File: config.mk
export PLATFORM = sky130hd
export DESIGN_NAME = http_request_byte_parser_core
export DESIGN_NICKNAME = d
export VERILOG_FILES = /design/src/design/hrbp_pkg.sv /design/src/design/http_request_byte_parser_core.sv
export SDC_FILE = /design/constraint.sdc
export NUM_CORES = 1
export LEC_CHECK = 0
export BUFFER_PORTS_ARGS = -buffer_cell sky130_fd_sc_hd__buf_2
export CORE_ASPECT_RATIO = 0.8
export CORE_MARGIN = 2
export CORE_UTILIZATION = 45
export CTS_BUF_LIST = sky130_fd_sc_hd__clkbuf_4
export DETAILED_ROUTE_END_ITERATION = 10
export MAX_ROUTING_LAYER = met4
export PLACE_DENSITY = 0.7
export RECOVER_POWER = 100
export SYNTH_ARGS = -nofsm -noshare
export SYNTH_HDL_FRONTEND = slang
export SYNTH_SLANG_ARGS = --single-unit
File: constraint.sdc
create_clock -name i_clk -period 4.5 [get_ports i_clk]
set_input_delay 0.225 -clock i_clk [delete_from_list [all_inputs] [get_ports i_clk]]
set_output_delay 0.225 -clock i_clk [all_outputs]
set_load 0.02 [all_outputs]
File: src/design/hrbp_pkg.sv
`timescale 1ns / 1ps

package hrbp_pkg;

    localparam int LENGTH_BITS_DEF  = 24;
    localparam int VERSION_BITS_DEF = 16;
    localparam int CFG_BITS         = 24;

    localparam logic [CFG_BITS-1:0] MAX_BODY_RESET = 24'd1048576;

    typedef enum logic [4:0] {
        PS_METHOD_START = 5'd0,
        PS_METHOD       = 5'd1,
        PS_URI          = 5'd2,
        PS_VH           = 5'd3,
        PS_VT1          = 5'd4,
        PS_VT2          = 5'd5,
        PS_VP           = 5'd6,
        PS_VSLASH       = 5'd7,
        PS_MAJ_START    = 5'd8,
        PS_MAJ          = 5'd9,
        PS_MIN_START    = 5'd10,
        PS_MIN          = 5'd11,
        PS_NL1          = 5'd12,
        PS_LINE_START   = 5'd13,
        PS_LWS          = 5'd14,
        PS_NAME         = 5'd15,
        PS_SPACE        = 5'd16,
        PS_VALUE        = 5'd17,
        PS_NL2          = 5'd18,
        PS_NL3          = 5'd19,
        PS_BODY         = 5'd20,
        PS_DONE         = 5'd21
    } t_parse_state;

    localparam logic [1:0] STAT_PENDING = 2'd0;
    localparam logic [1:0] STAT_GOOD    = 2'd1;
    localparam logic [1:0] STAT_BAD     = 2'd2;

    localparam logic [2:0] CLS_DELIM  = 3'd0;
    localparam logic [2:0] CLS_METHOD = 3'd1;
    localparam logic [2:0] CLS_URI    = 3'd2;
    localparam logic [2:0] CLS_HNAME  = 3'd3;
    localparam logic [2:0] CLS_HVALUE = 3'd4;
    localparam logic [2:0] CLS_BODY   = 3'd5;

    localparam logic [2:0] FD_NONE     = 3'd0;
    localparam logic [2:0] FD_METHOD   = 3'd1;
    localparam logic [2:0] FD_URI      = 3'd2;
    localparam logic [2:0] FD_MAJOR    = 3'd3;
    localparam logic [2:0] FD_MINOR    = 3'd4;
    localparam logic [2:0] FD_HEADER   = 3'd5;
    localparam logic [2:0] FD_HDRS_END = 3'd6;
    localparam logic [2:0] FD_BODY     = 3'd7;

    localparam logic [7:0] CH_ZERO  = 8'h30;
    localparam logic [7:0] CH_NINE  = 8'h39;
    localparam logic [7:0] CH_H     = 8'h48;
    localparam logic [7:0] CH_T     = 8'h54;
    localparam logic [7:0] CH_P     = 8'h50;
    localparam logic [7:0] CH_SLASH = 8'h2f;
    localparam logic [7:0] CH_DOT   = 8'h2e;
    localparam logic [7:0] CH_SPACE = 8'h20;
    localparam logic [7:0] CH_TAB   = 8'h09;
    localparam logic [7:0] CH_CR    = 8'h0d;
    localparam logic [7:0] CH_LF    = 8'h0a;
    localparam logic [7:0] CH_COLON = 8'h3a;
    localparam logic [7:0] CH_DEL   = 8'h7f;
    localparam logic [7:0] CH_CTL_MAX = 8'h1f;

    localparam logic [3:0] NAME_LEN = 4'd14;
    localparam logic [3:0] NO_MATCH = 4'd15;

    function automatic logic is_ctl(input logic [7:0] b);
        return (b <= CH_CTL_MAX) || (b == CH_DEL);
    endfunction

    function automatic logic digit_byte(input logic [7:0] b);
        return (b >= CH_ZERO) && (b <= CH_NINE);
    endfunction

    function automatic logic separator_byte(input logic [7:0] b);
        logic r;
        case (b)
            8'h28, 8'h29, 8'h3c, 8'h3e, 8'h40, 8'h2c, 8'h3b, 8'h3a, 8'h5c, 8'h22,
            8'h2f, 8'h5b, 8'h5d, 8'h3f, 8'h3d, 8'h7b, 8'h7d, 8'h20, 8'h09: begin
                r = 1'b1;
            end
            default: begin
                r = 1'b0;
            end
        endcase
        return r;
    endfunction

    function automatic logic is_token(input logic [7:0] b);
        return !b[7] && !is_ctl(b) && !separator_byte(b);
    endfunction

    // lower-case "content-length"
    function automatic logic [7:0] name_char(input logic [3:0] pos);
        logic [7:0] c;
        case (pos)
            4'd0:    c = 8'h63;
            4'd1:    c = 8'h6f;
            4'd2:    c = 8'h6e;
            4'd3:    c = 8'h74;
            4'd4:    c = 8'h65;
            4'd5:    c = 8'h6e;
            4'd6:    c = 8'h74;
            4'd7:    c = 8'h2d;
            4'd8:    c = 8'h6c;
            4'd9:    c = 8'h65;
            4'd10:   c = 8'h6e;
            4'd11:   c = 8'h67;
            4'd12:   c = 8'h74;
            4'd13:   c = 8'h68;
            default: c = 8'h00;
        endcase
        return c;
    endfunction

    function automatic logic [3:0] match_step(input logic [3:0] pos, input logic [7:0] b);
        logic [7:0] lc;
        lc = ((b >= 8'h41) && (b <= 8'h5a)) ? (b + 8'd32) : b;
        return ((pos < NAME_LEN) && (lc == name_char(pos))) ? (pos + 4'd1) : NO_MATCH;
    endfunction

endpackage

File: src/design/http_request_byte_parser_core.sv
// HTTP/1.x request parser, one byte per transaction. Each accepted byte yields exactly one
// result carrying the echoed byte, a status (pending, good, bad), the field class of the
// byte and a field-complete mark, plus the finished version number or the decoded
// Content-Length where those complete. Throughput is one byte per clock while the output
// is not stalled: the byte lands in an input register, one pass of parse logic against
// the state registers produces the result, and that result sits in an output register;
// a stalled output only blocks input once both registers are full. A bad byte leaves
// the parse state untouched; after a good request every byte is pending until a byte
// with restart set. max_body_length may be written at any time the parser is idle; the
// configuration port is always ready. No startup clearing is needed.
`timescale 1ns / 1ps

module http_request_byte_parser_core #(
    parameter int LENGTH_BITS  = hrbp_pkg::LENGTH_BITS_DEF,
    parameter int VERSION_BITS = hrbp_pkg::VERSION_BITS_DEF
) (
    input  logic                            i_clk,
    input  logic                            i_rst_n,
    input  logic                            i_in_valid,
    output logic                            o_in_ready,
    input  logic [7:0]                      i_byte_in,
    input  logic                            i_restart,
    output logic                            o_out_valid,
    input  logic                            i_out_ready,
    output logic [1:0]                      o_status,
    output logic [7:0]                      o_byte_out,
    output logic [2:0]                      o_byte_class,
    output logic [2:0]                      o_field_done,
    output logic [VERSION_BITS-1:0]         o_version_value,
    output logic [LENGTH_BITS-1:0]          o_body_length,
    input  logic                            i_cfg_valid,
    output logic                            o_cfg_ready,
    input  logic [hrbp_pkg::CFG_BITS-1:0]   i_cfg_data
);

    localparam int CMP_BITS = (LENGTH_BITS > hrbp_pkg::CFG_BITS) ? LENGTH_BITS
                                                                 : hrbp_pkg::CFG_BITS;

    function automatic logic [VERSION_BITS-1:0] ver_acc(input logic [VERSION_BITS-1:0] acc,
                                                         input logic [3:0] d);
        logic [VERSION_BITS+3:0] v;
        v = ({4'd0, acc} << 3) + ({4'd0, acc} << 1) + {{VERSION_BITS{1'b0}}, d};
        return (v[VERSION_BITS+3:VERSION_BITS] != 4'd0) ? '1 : v[VERSION_BITS-1:0];
    endfunction

    function automatic logic [LENGTH_BITS-1:0] len_acc(input logic [LENGTH_BITS-1:0] acc,
                                                        input logic [3:0] d);
        logic [LENGTH_BITS+3:0] v;
        v = ({4'd0, acc} << 3) + ({4'd0, acc} << 1) + {{LENGTH_BITS{1'b0}}, d};
        return (v[LENGTH_BITS+3:LENGTH_BITS] != 4'd0) ? '1 : v[LENGTH_BITS-1:0];
    endfunction

    logic [hrbp_pkg::CFG_BITS-1:0] r_max_len;

    logic                  r_in_valid;
    logic [7:0]            r_in_byte;
    logic                  r_in_restart;

    hrbp_pkg::t_parse_state r_state, n_state;
    logic [VERSION_BITS-1:0] r_ver_acc, n_ver_acc;
    logic                    r_hdr_seen, n_hdr_seen;
    logic [LENGTH_BITS-1:0]  r_len, n_len;
    logic [LENGTH_BITS-1:0]  r_body_cnt, n_body_cnt;
    logic [3:0]              r_match_pos, n_match_pos;
    logic                    r_is_len_hdr, n_is_len_hdr;

    logic                    r_out_valid;
    logic [1:0]              r_status, n_status;
    logic [7:0]              r_byte_out;
    logic [2:0]              r_class, n_class;
    logic [2:0]              r_fd, n_fd;
    logic [VERSION_BITS-1:0] r_ver_out, n_ver_out;
    logic [LENGTH_BITS-1:0]  r_blen_out, n_blen_out;

    logic                    adv;
    logic                    step;
    logic [7:0]              b;
    logic [3:0]              dig;
    logic [LENGTH_BITS-1:0]  body_inc;
    logic                    too_long;

    assign adv         = !r_out_valid || i_out_ready;
    assign step        = r_in_valid && adv;
    assign o_in_ready  = !r_in_valid || adv;
    assign o_cfg_ready = 1'b1;

    assign b        = r_in_byte;
    assign dig      = 4'(r_in_byte - hrbp_pkg::CH_ZERO);
    assign body_inc = r_body_cnt + {{(LENGTH_BITS-1){1'b0}}, 1'b1};
    assign too_long = CMP_BITS'(r_len) >= CMP_BITS'(r_max_len);

    always_ff @(posedge i_clk) begin
        if (!i_rst_n) begin
            r_max_len <= hrbp_pkg::MAX_BODY_RESET;
        end else if (i_cfg_valid) begin
            r_max_len <= i_cfg_data;
        end
    end

    // input register
    always_ff @(posedge i_clk) begin
        if (!i_rst_n) begin
            r_in_valid <= 1'b0;
        end else if (o_in_ready) begin
            r_in_valid <= i_in_valid;
        end
    end

    always_ff @(posedge i_clk) begin
        if (i_in_valid && o_in_ready) begin
            r_in_byte    <= i_byte_in;
            r_in_restart <= i_restart;
        end
    end

    always_comb begin
        n_state      = r_state;
        n_ver_acc    = r_ver_acc;
        n_hdr_seen   = r_hdr_seen;
        n_len        = r_len;
        n_body_cnt   = r_body_cnt;
        n_match_pos  = r_match_pos;
        n_is_len_hdr = r_is_len_hdr;
        n_status     = hrbp_pkg::STAT_PENDING;
        n_class      = hrbp_pkg::CLS_DELIM;
        n_fd         = hrbp_pkg::FD_NONE;
        n_ver_out    = '0;
        n_blen_out   = '0;

        if (r_in_restart) begin
            n_state      = hrbp_pkg::PS_METHOD_START;
            n_ver_acc    = '0;
            n_hdr_seen   = 1'b0;
            n_len        = '0;
            n_body_cnt   = '0;
            n_match_pos  = 4'd0;
            n_is_len_hdr = 1'b0;
        end else begin
            case (r_state)
                hrbp_pkg::PS_METHOD_START: begin
                    if (hrbp_pkg::is_token(b)) begin
                        n_state = hrbp_pkg::PS_METHOD;
                        n_class = hrbp_pkg::CLS_METHOD;
                    end else begin
                        n_status = hrbp_pkg::STAT_BAD;
                    end
                end
                hrbp_pkg::PS_METHOD: begin
                    if (b == hrbp_pkg::CH_SPACE) begin
                        n_state = hrbp_pkg::PS_URI;
                        n_fd    = hrbp_pkg::FD_METHOD;
                    end else if (hrbp_pkg::is_token(b)) begin
                        n_class = hrbp_pkg::CLS_METHOD;
                    end else begin
                        n_status = hrbp_pkg::STAT_BAD;
                    end
                end
                hrbp_pkg::PS_URI: begin
                    if (b == hrbp_pkg::CH_SPACE) begin
                        n_state = hrbp_pkg::PS_VH;
                        n_fd    = hrbp_pkg::FD_URI;
                    end else if (hrbp_pkg::is_ctl(b)) begin
                        n_status = hrbp_pkg::STAT_BAD;
                    end else begin
                        n_class = hrbp_pkg::CLS_URI;
                    end
                end
                hrbp_pkg::PS_VH: begin
                    if (b == hrbp_pkg::CH_H) n_state = hrbp_pkg::PS_VT1;
                    else n_status = hrbp_pkg::STAT_BAD;
                end
                hrbp_pkg::PS_VT1: begin
                    if (b == hrbp_pkg::CH_T) n_state = hrbp_pkg::PS_VT2;
                    else n_status = hrbp_pkg::STAT_BAD;
                end
                hrbp_pkg::PS_VT2: begin
                    if (b == hrbp_pkg::CH_T) n_state = hrbp_pkg::PS_VP;
                    else n_status = hrbp_pkg::STAT_BAD;
                end
                hrbp_pkg::PS_VP: begin
                    if (b == hrbp_pkg::CH_P) n_state = hrbp_pkg::PS_VSLASH;
                    else n_status = hrbp_pkg::STAT_BAD;
                end
                hrbp_pkg::PS_VSLASH: begin
                    if (b == hrbp_pkg::CH_SLASH) begin
                        n_ver_acc = '0;
                        n_state   = hrbp_pkg::PS_MAJ_START;
                    end else begin
                        n_status = hrbp_pkg::STAT_BAD;
                    end
                end
                hrbp_pkg::PS_MAJ_START, hrbp_pkg::PS_MIN_START: begin
                    if (hrbp_pkg::digit_byte(b)) begin
                        n_ver_acc = ver_acc(r_ver_acc, dig);
                        n_state   = (r_state == hrbp_pkg::PS_MAJ_START) ? hrbp_pkg::PS_MAJ
                                                                        : hrbp_pkg::PS_MIN;
                    end else begin
                        n_status = hrbp_pkg::STAT_BAD;
                    end
                end
                hrbp_pkg::PS_MAJ, hrbp_pkg::PS_MIN: begin
                    if (hrbp_pkg::digit_byte(b)) begin
                        n_ver_acc = ver_acc(r_ver_acc, dig);
                    end else if (r_state == hrbp_pkg::PS_MAJ && b == hrbp_pkg::CH_DOT) begin
                        n_fd      = hrbp_pkg::FD_MAJOR;
                        n_ver_out = r_ver_acc;
                        n_ver_acc = '0;
                        n_state   = hrbp_pkg::PS_MIN_START;
                    end else if (r_state == hrbp_pkg::PS_MIN && b == hrbp_pkg::CH_CR) begin
                        n_fd      = hrbp_pkg::FD_MINOR;
                        n_ver_out = r_ver_acc;
                        n_ver_acc = '0;
                        n_state   = hrbp_pkg::PS_NL1;
                    end else begin
                        n_status = hrbp_pkg::STAT_BAD;
                    end
                end
                hrbp_pkg::PS_NL1, hrbp_pkg::PS_NL2: begin
                    if (b == hrbp_pkg::CH_LF) n_state = hrbp_pkg::PS_LINE_START;
                    else n_status = hrbp_pkg::STAT_BAD;
                end
                hrbp_pkg::PS_LINE_START: begin
                    if (b == hrbp_pkg::CH_CR) begin
                        n_state = hrbp_pkg::PS_NL3;
                    end else if (r_hdr_seen &&
                                 (b == hrbp_pkg::CH_SPACE || b == hrbp_pkg::CH_TAB)) begin
                        n_state = hrbp_pkg::PS_LWS;
                    end else if (hrbp_pkg::is_token(b)) begin
                        n_match_pos = hrbp_pkg::match_step(4'd0, b);
                        n_state     = hrbp_pkg::PS_NAME;
                        n_class     = hrbp_pkg::CLS_HNAME;
                    end else begin
                        n_status = hrbp_pkg::STAT_BAD;
                    end
                end
                hrbp_pkg::PS_LWS: begin
                    if (b == hrbp_pkg::CH_CR) begin
                        n_state = hrbp_pkg::PS_NL2;
                    end else if (b == hrbp_pkg::CH_SPACE || b == hrbp_pkg::CH_TAB) begin
                        n_state = r_state;
                    end else if (hrbp_pkg::is_ctl(b)) begin
                        n_status = hrbp_pkg::STAT_BAD;
                    end else begin
                        n_state = hrbp_pkg::PS_VALUE;
                        n_class = hrbp_pkg::CLS_HVALUE;
                        if (r_is_len_hdr && hrbp_pkg::digit_byte(b)) n_len = len_acc(r_len, dig);
                    end
                end
                hrbp_pkg::PS_NAME: begin
                    if (b == hrbp_pkg::CH_COLON) begin
                        n_is_len_hdr = (r_match_pos == hrbp_pkg::NAME_LEN);
                        if (r_match_pos == hrbp_pkg::NAME_LEN) n_len = '0;
                        n_state = hrbp_pkg::PS_SPACE;
                    end else if (hrbp_pkg::is_token(b)) begin
                        n_match_pos = hrbp_pkg::match_step(r_match_pos, b);
                        n_class     = hrbp_pkg::CLS_HNAME;
                    end else begin
                        n_status = hrbp_pkg::STAT_BAD;
                    end
                end
                hrbp_pkg::PS_SPACE: begin
                    if (b == hrbp_pkg::CH_SPACE) n_state = hrbp_pkg::PS_VALUE;
                    else n_status = hrbp_pkg::STAT_BAD;
                end
                hrbp_pkg::PS_VALUE: begin
                    if (b == hrbp_pkg::CH_CR) begin
                        n_fd       = hrbp_pkg::FD_HEADER;
                        n_hdr_seen = 1'b1;
                        n_state    = hrbp_pkg::PS_NL2;
                    end else if (hrbp_pkg::is_ctl(b)) begin
                        n_status = hrbp_pkg::STAT_BAD;
                    end else begin
                        n_class = hrbp_pkg::CLS_HVALUE;
                        if (r_is_len_hdr && hrbp_pkg::digit_byte(b)) n_len = len_acc(r_len, dig);
                    end
                end
                hrbp_pkg::PS_NL3: begin
                    if (b != hrbp_pkg::CH_LF || too_long) begin
                        n_status = hrbp_pkg::STAT_BAD;
                    end else begin
                        n_fd       = hrbp_pkg::FD_HDRS_END;
                        n_blen_out = r_len;
                        n_body_cnt = '0;
                        if (r_len == '0) begin
                            n_status = hrbp_pkg::STAT_GOOD;
                            n_state  = hrbp_pkg::PS_DONE;
                        end else begin
                            n_state = hrbp_pkg::PS_BODY;
                        end
                    end
                end
                hrbp_pkg::PS_BODY: begin
                    n_class    = hrbp_pkg::CLS_BODY;
                    n_body_cnt = body_inc;
                    if (body_inc == r_len) begin
                        n_status = hrbp_pkg::STAT_GOOD;
                        n_fd     = hrbp_pkg::FD_BODY;
                        n_state  = hrbp_pkg::PS_DONE;
                    end
                end
                default: begin
                    n_state = r_state;
                end
            endcase
        end
    end

    always_ff @(posedge i_clk) begin
        if (!i_rst_n) begin
            r_state      <= hrbp_pkg::PS_METHOD_START;
            r_ver_acc    <= '0;
            r_hdr_seen   <= 1'b0;
            r_len        <= '0;
            r_body_cnt   <= '0;
            r_match_pos  <= 4'd0;
            r_is_len_hdr <= 1'b0;
            r_out_valid  <= 1'b0;
        end else begin
            if (adv) begin
                r_out_valid <= r_in_valid;
            end
            if (step) begin
                r_state      <= n_state;
                r_ver_acc    <= n_ver_acc;
                r_hdr_seen   <= n_hdr_seen;
                r_len        <= n_len;
                r_body_cnt   <= n_body_cnt;
                r_match_pos  <= n_match_pos;
                r_is_len_hdr <= n_is_len_hdr;
            end
        end
    end

    // result register
    always_ff @(posedge i_clk) begin
        if (step) begin
            r_status   <= n_status;
            r_byte_out <= r_in_byte;
            r_class    <= n_class;
            r_fd       <= n_fd;
            r_ver_out  <= n_ver_out;
            r_blen_out <= n_blen_out;
        end
    end

    assign o_out_valid     = r_out_valid;
    assign o_status        = r_status;
    assign o_byte_out      = r_byte_out;
    assign o_byte_class    = r_class;
    assign o_field_done    = r_fd;
    assign o_version_value = r_ver_out;
    assign o_body_length   = r_blen_out;

endmodule

Yosys cells after proc, flatten, opt, wreduce, memory -nomap -nowiden

Memory sizes are Yosys's and may differ from the RTL's. A register that Yosys moved wholly into a read port is not among the register bits.
Index checks and enable logic that the tools add are counted.

Input bits: 38
Word-level logic and storage cells: 313
Register bits: 166
ROM bits: 112
Output and inout bits: 59
Memories kept: 1

Add/subtract/negate cells: 8
Muxes and demuxes: 142
Equality and inequality tests: 81
Bitwise operators: 2
$lt $le $gt $ge: 7
Reduce and logical (&&, ||, !) cells: 54

Memories:

| memory           | depth | width | read ports | clocked after memory_dff | wr ports | line            | text |
|---|---|---|---|---|---|---|---|
| (name not given) | 16    | 7     | 1          | 1                        | 0        | hrbp_pkg.sv:103 | `case (pos)` |

Operator list:

| cell                                                                  | number |
|---|---|
| 24-bit 2-to-1 mux                                                     | 11 |
| 16-bit 2-to-1 mux                                                     | 9 |
| 5-bit 2-to-1 mux                                                      | 25 |
| 8-bit by 6-bit equality test with 1-bit output, second input constant | 13 |
| 5-bit case mux with 18 select lines                                   | 1 |
| 8-bit by 7-bit equality test with 1-bit output, second input constant | 10 |
| 8-bit 2-to-1 mux                                                      | 10 |
| 3-bit inequality test, second input constant                          | 25 |
| 24-bit case mux with 3 select lines                                   | 1 |
| 2-bit 2-to-1 mux                                                      | 33 |
| 16-bit case mux with 3 select lines                                   | 1 |
| 24-bit case mux with 2 select lines                                   | 1 |
| 5-bit by 4-bit equality test with 1-bit output, second input constant | 8 |
| 4-bit 2-to-1 mux                                                      | 10 |
| 2-bit case mux with 17 select lines                                   | 1 |
| 3-bit 2-to-1 mux                                                      | 10 |
| 27-bit by 25-bit adder with 28-bit output                             | 1 |
| 28-bit by 4-bit adder with 28-bit output                              | 1 |
| 1-bit 2-to-1 mux                                                      | 26 |
| 5-bit equality test, second input constant                            | 5 |
| 24-bit by 1-bit adder with 24-bit output, second input constant       | 1 |
| 24-bit equality test                                                  | 1 |
| 8-bit by 4-bit equality test with 1-bit output, second input constant | 3 |
| 24-bit greater-or-equal comparator                                    | 1 |
| other kinds (39)                                                      | 86 |

Logic depth before layout (Yosys ltp)

Gate-level depths: netlist of run 1.

Word-level depth: 23
Mapped depth: 16
Mapped depth without buffers: 13

Worst setup path before layout of run 1

OpenSTA, ideal clock, no wires.

Path type: reg2reg
From: reg r_in_byte[3], in the netlist b[3]
To: reg r_len[22]
Data required time: 4.380 ns
Setup time: 0.120 ns
Stages on the path, launching flop included: 17
Arrival time: 3.488 ns
Clock period less this slack: 3.608 ns
Path slack: 0.892 ns
Cell sequence: edfxtp_1 > buf_2 > inv_1 > fa_1 > inv_1 > ha_1 > a211oi_1 > nor2_1 > a2111oi_0 > nor2_1 > a41oi_1 > o21ai_0 > a21oi_1 > nand2b_1 > clkbuf_1 > buf_2 > nand2_1

Word-level cells in the longest chain between the ends: 10
Elaborated cells between the ends (all ways): 28
Classes of those cells: add/sub: 2; order compare: 3; eq/ne: 9; mux: 8; reduce/logical: 6

RTL lines:

| what                                        | line                                                                       | text |
|---|---|---|
| start: declaration                          | http_request_byte_parser_core.sv:56                                        | `logic [7:0] r_in_byte;` |
| start signal: assignment                    | http_request_byte_parser_core.sv:111                                       | `r_in_byte <= i_byte_in;` |
| 4-bit by 1-bit subtractor with 4-bit output | http_request_byte_parser_core.sv:88                                        | `assign dig = 4'(r_in_byte - hrbp_pkg::CH_ZERO);` |
| 28-bit by 4-bit adder with 28-bit output    | http_request_byte_parser_core.sv:49                                        | `v = ({4'd0, acc} << 3) + ({4'd0, acc} << 1) + {{LENGTH_BITS{1'b0}}, d};` |
| 4-bit nonzero test                          | http_request_byte_parser_core.sv:50                                        | `return (v[LENGTH_BITS+3:LENGTH_BITS] != 4'd0) ? '1 : v[LENGTH_BITS-1:0];` |
| 24-bit 2-to-1 mux                           | http_request_byte_parser_core.sv:50                                        |  |
| 24-bit 2-to-1 mux                           | http_request_byte_parser_core.sv:246, http_request_byte_parser_core.sv:274 |  |
| 24-bit 2-to-1 mux                           | http_request_byte_parser_core.sv:270                                       | `end else if (hrbp_pkg::is_ctl(b)) begin` |
| 24-bit 2-to-1 mux                           | http_request_byte_parser_core.sv:239                                       | `end else if (b == hrbp_pkg::CH_SPACE \|\| b == hrbp_pkg::CH_TAB) begin` |
| 24-bit 2-to-1 mux                           | http_request_byte_parser_core.sv:237                                       | `if (b == hrbp_pkg::CH_CR) begin` |
| 24-bit case mux with 3 select lines         | http_request_byte_parser_core.sv:139                                       | `case (r_state)` |
| 24-bit 2-to-1 mux                           | http_request_byte_parser_core.sv:130                                       | `if (r_in_restart) begin` |
| end signal: assignment                      | http_request_byte_parser_core.sv:326                                       | `r_len <= n_len;` |
| end: declaration                            | http_request_byte_parser_core.sv:62                                        | `logic [LENGTH_BITS-1:0] r_len, n_len;` |

Parallel ways exist; a longest one is shown, timed or not. The select of a mux whose other input is x is not followed.
A chain may end at the register's enable or synchronous reset.

==> qor.yml, run 1 <==
run_status: "finished, violations left"
failing_checks: "capacitance limit, slew limit"
fin_tns_setup_ns: 0
final_layout_size_suffix_gt1_frac: 0.0746
finish.net_count: 1617
critPathRequiredTime_ns: 4.91
portBuffers: 95
overflow: 0
multi_input_comb_area_sq_um: 7390
htree_levels: 4
fin_hold_ws_ns: 0.0903
grt_pass1_vias: 9872
root_buffer: "clkbuf_4"
max-clock-path-buffers: 2
placement.setup.worst_slack_ns: 0.583
dr_wl_met3_um: 2720
grt_first_pass_wirelength_um: 52700
worst_setup_hold_path_clk_slew_ns: 0.17
end_kind: "flip-flop"
die_h_um: 150
crit_type: "reg -> reg"
power.share.switching: 0.306
drv.max_cap_violation_count: 2
cts_tree: "done"
timing_hold_violations_final: 0
post_synth.cell_area_avg_sq_um: 8.89
post_synth_num_cell_types: 91
report.final.setup_viol: 0
floorplan.die_area_sq_um: 28100
core.rowCount: 53
asyncSetResetFlopFracSynth: 0
leading_cell_type_in_the_layout_fill_and_taps_excluded: "nand2_1"
synth_flop_cell: "dfxtp_1"
syn2layout_area_growth_pct: 11.3
first_pass_iters: 6
largest_net_degree_at_the_start_of_global_routing: 62
timing.max_slew.rel_slack: -0.127
initial_utilization: 0.458
routed_wirelength_um: 33200
antenna_left: 0
nFillCells: 2463
post_synth_instance_area_sq_um: 12100
max-vdd-ir-drop_mv: 0.171
rsz0062_at_grt: "no"
netlist_instances: 1356
regArea_sq_um: 4110
layout_common_cells: "nand2_1, ha_1, dfxtp_1, nor2_1, o21ai_0"
clock_network_latency_to_the_later_pin_of_the_worst_skew_pair_ns: 0.61
gp_routability_congestion: 0.985
drc_errors: 0
net-switching-power_mw: 0.899
synth.net_count: 1511
internal_power_mw: 2.04
routed.top_layer: "met4"
clock_skew_ns: 0.0460
final_period_minus_worst_setup_slack_ns: 4.12
layout_worst_path_cycle_share: 0.915
post_cts_resize_count: 0
floorplan.die.width_um: 187
max_clock_freq_mhz: 243
dr_wl_met2_um: 13800
drt_first_iter_violations: 1053
via_count_normalized_by_instance_count: 5.90
report.power.total_mw: 2.94
power.share.combinational: 0.092
core-area_sq_um: 26300
finalNonFillerCells: 1833
worst_slew_pin_slew_ns: 1.69
route.layer.met1.wl_um: 16000
portion_of_total_power_attributed_to_the_clock_network: 0.329
synth_warnings: 0
top_level_ports: 97
arrival_ns: 4.53
via_count: 10800
crit_fanout: 21
timing.hold.worst.class: "in -> reg"
track_usage: 0.241
clock-sinks: 173
synth_edf_count: 65
drt-wirelength-per-cell_um: 18.1
total_leakage_power_nw: 5.47
grt_antenna_before_repair: 1
pwr-share-seq: 0.580
detailed_place_hpwl_um: 23800
synth.ff_latch_count: 173
critical_path.startpoint_type: "flip-flop"
cts_made_buffers: 17
power_density_nw_per_um2: 219
pins_over_slew_limit: 104
placed_insts: 1765
timing.final.ws_setup_ns: 0.384
synth.yosys.seq_area_share: 0.341
[registers in the layout (all words and copies together), names as in the netlist, named ones only]
register,cells
r_body_cnt,24
o_field_done,3
o_version_value,16
o_out_valid,1
o_byte_out,8
r_hdr_seen,1
r_in_valid,1
b,8
o_status,2
r_max_len,24
r_state,5
r_len,24
r_in_restart,1
o_byte_class,3
r_is_len_hdr,1
r_ver_acc,16
r_match_pos,4
o_body_length,24
[critical path, cell delays in order (launching register included)]
cell	delay (ns)
edfxtp_1	0.85
nand2_1	0.25
o41ai_1	0.99
or4b_1	0.36
nor2_1	0.12
a41oi_2	0.43
and2_1	0.30
inv_1	0.11
ha_1	0.33
a21oi_1	0.13
a41oi_1	0.06
[synth_stat cells, types with 21 or more instances]
cell	count	area (sq um)
nand2_1	116	435
ha_1	113	1410
dfxtp_1	108	2160
nor2_1	91	342
edfxtp_1	65	1950
o21ai_0	61	305
a21oi_1	58	290
inv_1	56	210
and2_1	46	288
xnor2_1	44	385
clkbuf_1	43	161
nor2b_1	39	244
nor3_1	38	190
mux2i_1	34	340
nand3_1	34	170
nand4_1	24	150
a31oi_1	22	138
xor2_1	22	193
a21boi_0	21	158
a22oi_1	21	158
[final timing paths]
path | startpoint | end | depth (start not counted) | slack (ns)
setup / recovery | b[1] | flip-flop | 10 | 0.38
hold / removal | i_out_ready | o_out_valid | 3 | 0.09
setup reg to reg | b[1] | flip-flop | 10 | 0.38
hold reg to reg | r_hdr_seen | r_hdr_seen | 2 | 0.50
[repair_timing]
item,CTS,global route
hold endpoints to repair,34,0
buffers inserted,0,0
hold buffers,35,0
endpoints found under the setup margin,0,0
[per-layer routing]
metal / vias up / GRT usage
met2: 498 / 0.345
met4: 0 / 0.0746
met3: 60 / 0.0378
li1: 5214 / -
met1: 5042 / 0.346
met5: - / -
[metrics by stage]
step / area, sq um / util
3_5_place_dp: 12900 / 0.489
4_1_cts: 13500 / 0.515
6_report: 13400 / 0.510
5_1_grt: 13400 / 0.510
2_1_floorplan: 12100 / -
3_3_place_gp: 12900 / 0.489
[layout make-up]
type | instances | share of cell area
Multi-Input combinational cell | 1054 | 0.550
Tap cell | 357 | 0.0333
Sequential cell | 173 | 0.306
Timing Repair Buffer | 158 | 0.0701
Antenna cell | 1 | 0.000186
Clock inverter | 15 | 0.0140
Clock buffer | 17 | 0.00951
Inverter | 58 | 0.0162
[power by group through the flow]
stage / sequential [mW] / clock (mW) / combinational [mW]
after detailed placement: 1.73 / 0 / 0.249
after floorplan: 1.75 / 0 / 0.144
after CTS: 1.70 / 0.983 / 0.274
after global placement: 1.73 / 0 / 0.246
final: 1.70 / 0.966 / 0.269
after global routing: 1.71 / 1.04 / 0.293
[kinds of logic after synthesis]
| kind of cell | after synthesis | synth area share |
|---|---|---|
| and+or+nand+nor | 506 | 0.225 |
| AOI/OAI and AO/OA | 327 | 0.186 |
| DFF | 173 | 0.341 |
| buffers and inverters | 129 | 0.0445 |
| other | 1 | 0.000311 |
| xor gates and xnor gates | 66 | 0.0479 |
| muxes | 36 | 0.0301 |
| adders and majority gates | 118 | 0.125 |
Note: power is estimated with default switching activity, not from simulation.
==> run 2: changes to the inputs <==
--- a/config.mk
+++ b/config.mk
@@ -5,8 +5,8 @@
 export SDC_FILE = /design/constraint.sdc
 export NUM_CORES = 1
 export LEC_CHECK = 0
+export ABC_CLOCK_PERIOD_IN_PS = 4500
 export BUFFER_PORTS_ARGS = -buffer_cell sky130_fd_sc_hd__buf_2
-export CORE_ASPECT_RATIO = 0.8
 export CORE_MARGIN = 2
 export CORE_UTILIZATION = 45
 export CTS_BUF_LIST = sky130_fd_sc_hd__clkbuf_4
==> run 2 against run 1 <==
Against the previous run: the flow still finishes with violations (capacitance limit, slew limit); critical path type unchanged; clock skew shrank 0.019 ns; sequential share of layout area is essentially flat; non-clock buffer count increased by 1; combinational power about the same; sequential cell count unchanged; sequential power about the same; final cell count is 1.1% lower; final area about the same; highest routed layer unchanged; register-to-register slack worse by 0.02 ns; die area hardly changed; total power increased by 1.6%; count of clock-buffer cells in the layout increased by 2.
==> qor.yml, run 2 (same netlist as run 1, synthesis figures left out) <==
cts_setup_buffers: 0
max-clock-path-buffers: 2
via_count: 10700
clock-sinks: 173
max-vdd-ir-drop_mv: 0.126
holdCritStartpoint: "i_rst_n"
met3_usage: 0.0390
r2r_end: "r_ver_acc[2]"
nFillCells: 2454
layout_common_cells: "nand2_1, ha_1, dfxtp_1, nor2_1, o21ai_0"
run_status: "finished, violations left"
critPathLaunch: "b[3]"
globalRouteMet1Util: 0.293
cts_made_buffers: 17
detailed_place_hpwl_um: 23400
worst_slew_pin_slew_ns: 1.73
drt_first_iter_violations: 1046
overflow: 0
met2_usage: 0.403
drc_errors: 0
timing.max_slew.rel_slack: -0.155
timing.hold.worst.class: "in -> reg"
first_pass_iters: 8
routed_wirelength_um: 32800
clock_network_latency_to_the_later_pin_of_the_worst_skew_pair_ns: 0.60
drv.max_cap_violation_count: 1
grt_pass1_vias: 10200
r2r_cells: 12
fin_tns_setup_ns: 0
end_kind: "flip-flop"
crit_fanout: 19
total_leakage_power_nw: 5.48
track_usage: 0.239
failing_checks: "capacitance limit, slew limit"
critical_path.startpoint_type: "flip-flop"
floorplan.die_area_sq_um: 28100
gp_routability_congestion: 0.942
most_congested_layer_reported_by_global_routing: "met2"
syn2layout_area_growth_pct: 11.2
final_period_minus_worst_setup_slack_ns: 4.13
largest_net_degree_at_the_start_of_global_routing: 51
rsz0062_at_grt: "no"
root_buffer: "clkbuf_4"
drt-wirelength-per-cell_um: 18.1
power_density_nw_per_um2: 222
fin_hold_ws_ns: 0.176
leading_cell_type_in_the_layout_fill_and_taps_excluded: "nand2_1"
core.rowCount: 59
max_clock_freq_mhz: 242
finish.net_count: 1618
cp-endpoint: "r_ver_acc[2]"
layout_worst_path_cycle_share: 0.919
antenna_left: 0
core-area_sq_um: 26200
startpoint_of_the_worst_slack_reg_to_reg_timing_path: "b[3]"
layout.cell_area.non_filler_sq_um: 13400
htree_levels: 4
report.final.setup_viol: 0
r2r_slack_ns: 0.37
placedInstanceArea_sq_um: 12900
grt_first_pass_wirelength_um: 52600
clock_skew_ns: 0.0272
timing_hold_violations_final: 0
worst_setup_hold_path_clk_slew_ns: 0.16
crit_type: "reg -> reg"
pins_over_slew_limit: 26
via_count_normalized_by_instance_count: 5.90
die_h_um: 168
final_layout_size_suffix_gt1_frac: 0.0745
initial_utilization: 0.460
floorplan.die.width_um: 168
portBuffers: 95
arrival_ns: 4.61
top_level_ports: 97
final_core_utilization: 0.512
critPathRequiredTime_ns: 4.98
cts_tree: "done"
grt_antenna_before_repair: 1
[run 2: worst min-delay path by stage]
stage,slack [ns],end,cells after the start
after global routing,0.20,flip-flop,2
after detailed placement,0.40,b[5],1
after CTS,0.02,o_out_valid,3
after floorplan,0.32,b[0],0
after global placement,0.40,b[5],1
final,0.18,flip-flop,2
[run 2: power breakdown]
part / internal, mW / switching [mW]
clock network: 0.402 / 0.614
registers: 1.67 / 0.0339
logic: 0.102 / 0.164
total: 2.17 / 0.812
[run 2: critical path: stages, from the launching register on]
cell      delay [ns]
edfxtp_1        0.38
clkbuf_1        0.65
fa_1            0.55
inv_1           0.10
fa_1            0.21
nor2b_1         0.05
o21ai_1         0.15
a21boi_1        0.14
o211a_1         0.28
o31a_1          0.35
or4_1           0.48
a41o_2          0.38
a221o_1         0.29
[run 2: final cells by class]
cell class | instances | area, sq um | area share
Clock buffer | 19 | 143 | 0.0106
Inverter | 58 | 218 | 0.0162
Timing Repair Buffer | 159 | 953 | 0.0711
Multi-Input combinational cell | 1054 | 7400 | 0.552
Antenna cell | 1 | 2.50 | 0.000187
Sequential cell | 173 | 4110 | 0.307
Clock inverter | 13 | 165 | 0.0123
Tap cell | 335 | 419 | 0.0312
[run 2: repair_timing]
action                                  CTS  global route
endpoints found under the setup margin    0             2
hold endpoints to repair                 34             1
gates resized for setup                   0             1
hold buffers                             35             1
[run 2: stage by stage]
step | worst slack, ns | std cells | power, mW
6_report | 0.365 | 1812 | 2.98
5_1_grt | 0.0974 | 1812 | 3.09
4_1_cts | 0.562 | 1810 | 3.01
3_5_place_dp | 0.592 | 1743 | 1.98
3_3_place_gp | 0.620 | 1743 | 1.98
2_1_floorplan | 0.892 | 1356 | 1.90
[run 2: layer usage]
layer	up-vias	wire (um)
li1	5218	-
met1	5041	14400
met2	361	15900
met3	62	1690
met4	0	826
met5	-	0
==> run 3: changes to the inputs <==
--- a/config.mk
+++ b/config.mk
@@ -8,11 +8,12 @@
 export ABC_CLOCK_PERIOD_IN_PS = 4500
 export BUFFER_PORTS_ARGS = -buffer_cell sky130_fd_sc_hd__buf_2
 export CORE_MARGIN = 2
-export CORE_UTILIZATION = 45
+export CORE_UTILIZATION = 55
 export CTS_BUF_LIST = sky130_fd_sc_hd__clkbuf_4
+export CTS_CLUSTER_DIAMETER = 50
 export DETAILED_ROUTE_END_ITERATION = 10
 export MAX_ROUTING_LAYER = met4
-export PLACE_DENSITY = 0.7
+export PLACE_DENSITY = 0.81
 export RECOVER_POWER = 100
 export SYNTH_ARGS = -nofsm -noshare
 export SYNTH_HDL_FRONTEND = slang
==> run 3 against run 2 <==
Against the previous run: the run still ends with capacitance limit, slew limit left; first-iteration DRC count down 17%; setup slack better by 0.016 ns; count of clock-buffer cells in the layout down 1; total power down 4.1%; global-route usage up 4.0 points; combinational power about the same; clock power down 13%; critical path type unchanged; largest cell class unchanged; highest routed layer unchanged.
==> qor.yml, run 3 (same netlist as run 1, synthesis figures left out) <==
routed_wirelength_um: 31800
initial_utilization: 0.556
startpoint_of_the_worst_slack_reg_to_reg_timing_path: "b[3]"
portBuffers: 95
layout_common_cells: "nand2_1, ha_1, dfxtp_1, nor2_1, clkbuf_1"
timing.max_slew.rel_slack: -0.147
fin_tns_setup_ns: 0
timing.critical_path.max_delay_family: "compound AO/OA/AOI/OAI gates"
grt_first_pass_wirelength_um: 51700
floorplan.die.width_um: 152
leading_cell_type_in_the_layout_fill_and_taps_excluded: "nand2_1"
total_leakage_power_nw: 5.42
placedInstanceArea_sq_um: 12800
grt_antenna_before_repair: 1
detailed_place_hpwl_um: 22700
crit_fanout: 19
first_pass_iters: 5
final_layout_size_suffix_gt1_frac: 0.0686
post_cts_resize_count: 0
clock-sinks: 173
layout.cell_area.non_filler_sq_um: 13300
cts_made_buffers: 17
syn2layout_area_growth_pct: 9.97
final_core_utilization: 0.612
drv.max_cap_violation_count: 1
largest_net_degree_at_the_start_of_global_routing: 62
core-area_sq_um: 21700
root_buffer: "clkbuf_4"
cts_setup_buffers: 0
critPathBufInv: 2
htree_levels: 4
worst_slew_pin_slew_ns: 1.72
run_status: "finished, violations left"
final_period_minus_worst_setup_slack_ns: 4.12
pins_over_slew_limit: 62
die_h_um: 152
finish.net_count: 1615
power_density_nw_per_um2: 216
end_kind: "flip-flop"
timing_hold_violations_final: 0
core.rowCount: 54
drt-wirelength-per-cell_um: 18.1
via_count_normalized_by_instance_count: 6.25
rsz0062_at_grt: "no"
failing_checks: "capacitance limit, slew limit"
report.final.setup_viol: 0
max-clock-path-buffers: 2
cp_slowest_cell: "clkbuf_1"
biggest_cell_delay_along_the_critical_path_ns: 0.64
cp_cell_sequence: "clkbuf_1 > fa_1 > inv_1 > fa_1 > nor2b_1 > o21ai_1 > a21boi_1 > o211a_1 > o31a_1 > or4_1 > a41o_2 > a221o_1"
drc_errors: 0
clock_network_latency_to_the_later_pin_of_the_worst_skew_pair_ns: 0.61
antenna_left: 0
top_level_ports: 97
clock_skew_ns: 0.0344
cts_hold_buffers: 36
track_usage: 0.278
layout_worst_path_cycle_share: 0.915
finalNonFillerCells: 1754
path_common_cell: "fa_1"
floorplan.die_area_sq_um: 23100
placed_insts: 1685
critical_path.startpoint_type: "flip-flop"
max_clock_freq_mhz: 243
cts_tree: "done"
gp_routability_congestion: 0.959
crit_type: "reg -> reg"
arrival_ns: 4.61
holdCritStartpoint: "i_cfg_valid"
timing.hold.worst.class: "in -> reg"
grt_pass1_vias: 10300
via_count: 11000
critPathLaunch: "b[3]"
worst_setup_hold_path_clk_slew_ns: 0.16
overflow: 0
critPathRequiredTime_ns: 4.99
max-vdd-ir-drop_mv: 0.133
drt_first_iter_violations: 873
-- run 3: cell types whose count changed in the layout (fill, tap and decap cells not counted), sizes merged --
cell,previous run,this run
bufinv,3,1
inv,59,60
clkbuf,84,86
clkinv,7,9
buf,58,52
-- run 3: worst register-to-register path, delay by kind of cell (launching register included) --
| family | cells | cell delay (ns) |
|---|---|---|
| flip-flops | 1 | 0.37 |
| AO/OA/AOI/OAI | 6 | 1.62 |
| AND/OR/NAND/NOR | 2 | 0.53 |
| adder cells (fa/ha/maj) | 2 | 0.77 |
| buffers and inverters | 2 | 0.74 |
-- run 3: path summary, 6_finish.rpt --
check,slack [ns],to,depth (start not counted)
max,0.38,r_ver_acc[0],12
min,0.30,r_max_len[17],3
max reg2reg,0.38,r_ver_acc[0],12
min reg2reg,0.52,r_is_len_hdr,2
-- run 3: through the flow --
step	hold WS [ns]	worst slack (ns)	power, mW
final	0.300	0.381	2.86
after global routing	0.288	0.0408	2.96
after CTS	0.133	0.493	2.88
after detailed placement	0.404	0.504	1.98
after global placement	0.406	0.606	1.98
after floorplan	0.324	0.892	1.90
-- run 3: metal layers --
layer	wire length (um)	GRT usage	share of wire
met1	13500	0.352	0.42
met2	15000	0.450	0.47
met4	1230	0.120	0.039
met3	2080	0.0351	0.065
met5	0	-	0
-- run 3: area by class of cell --
class,count,area [sq um]
Antenna cell,1,2.50
Clock buffer,18,135
Clock inverter,14,136
Fill cell,1886,8430
Inverter,58,218
Multi-Input combinational cell,1054,7390
Sequential cell,173,4110
Tap cell,280,350
Timing Repair Buffer,156,918
-- run 3: report_power, final --
| part | switching, mW | internal [mW] | total [mW] |
|---|---|---|---|
| registers | 0.0335 | 1.67 | 1.70 |
| clock network | 0.599 | 0.292 | 0.891 |
| logic | 0.167 | 0.101 | 0.269 |
| total | 0.800 | 2.06 | 2.86 |
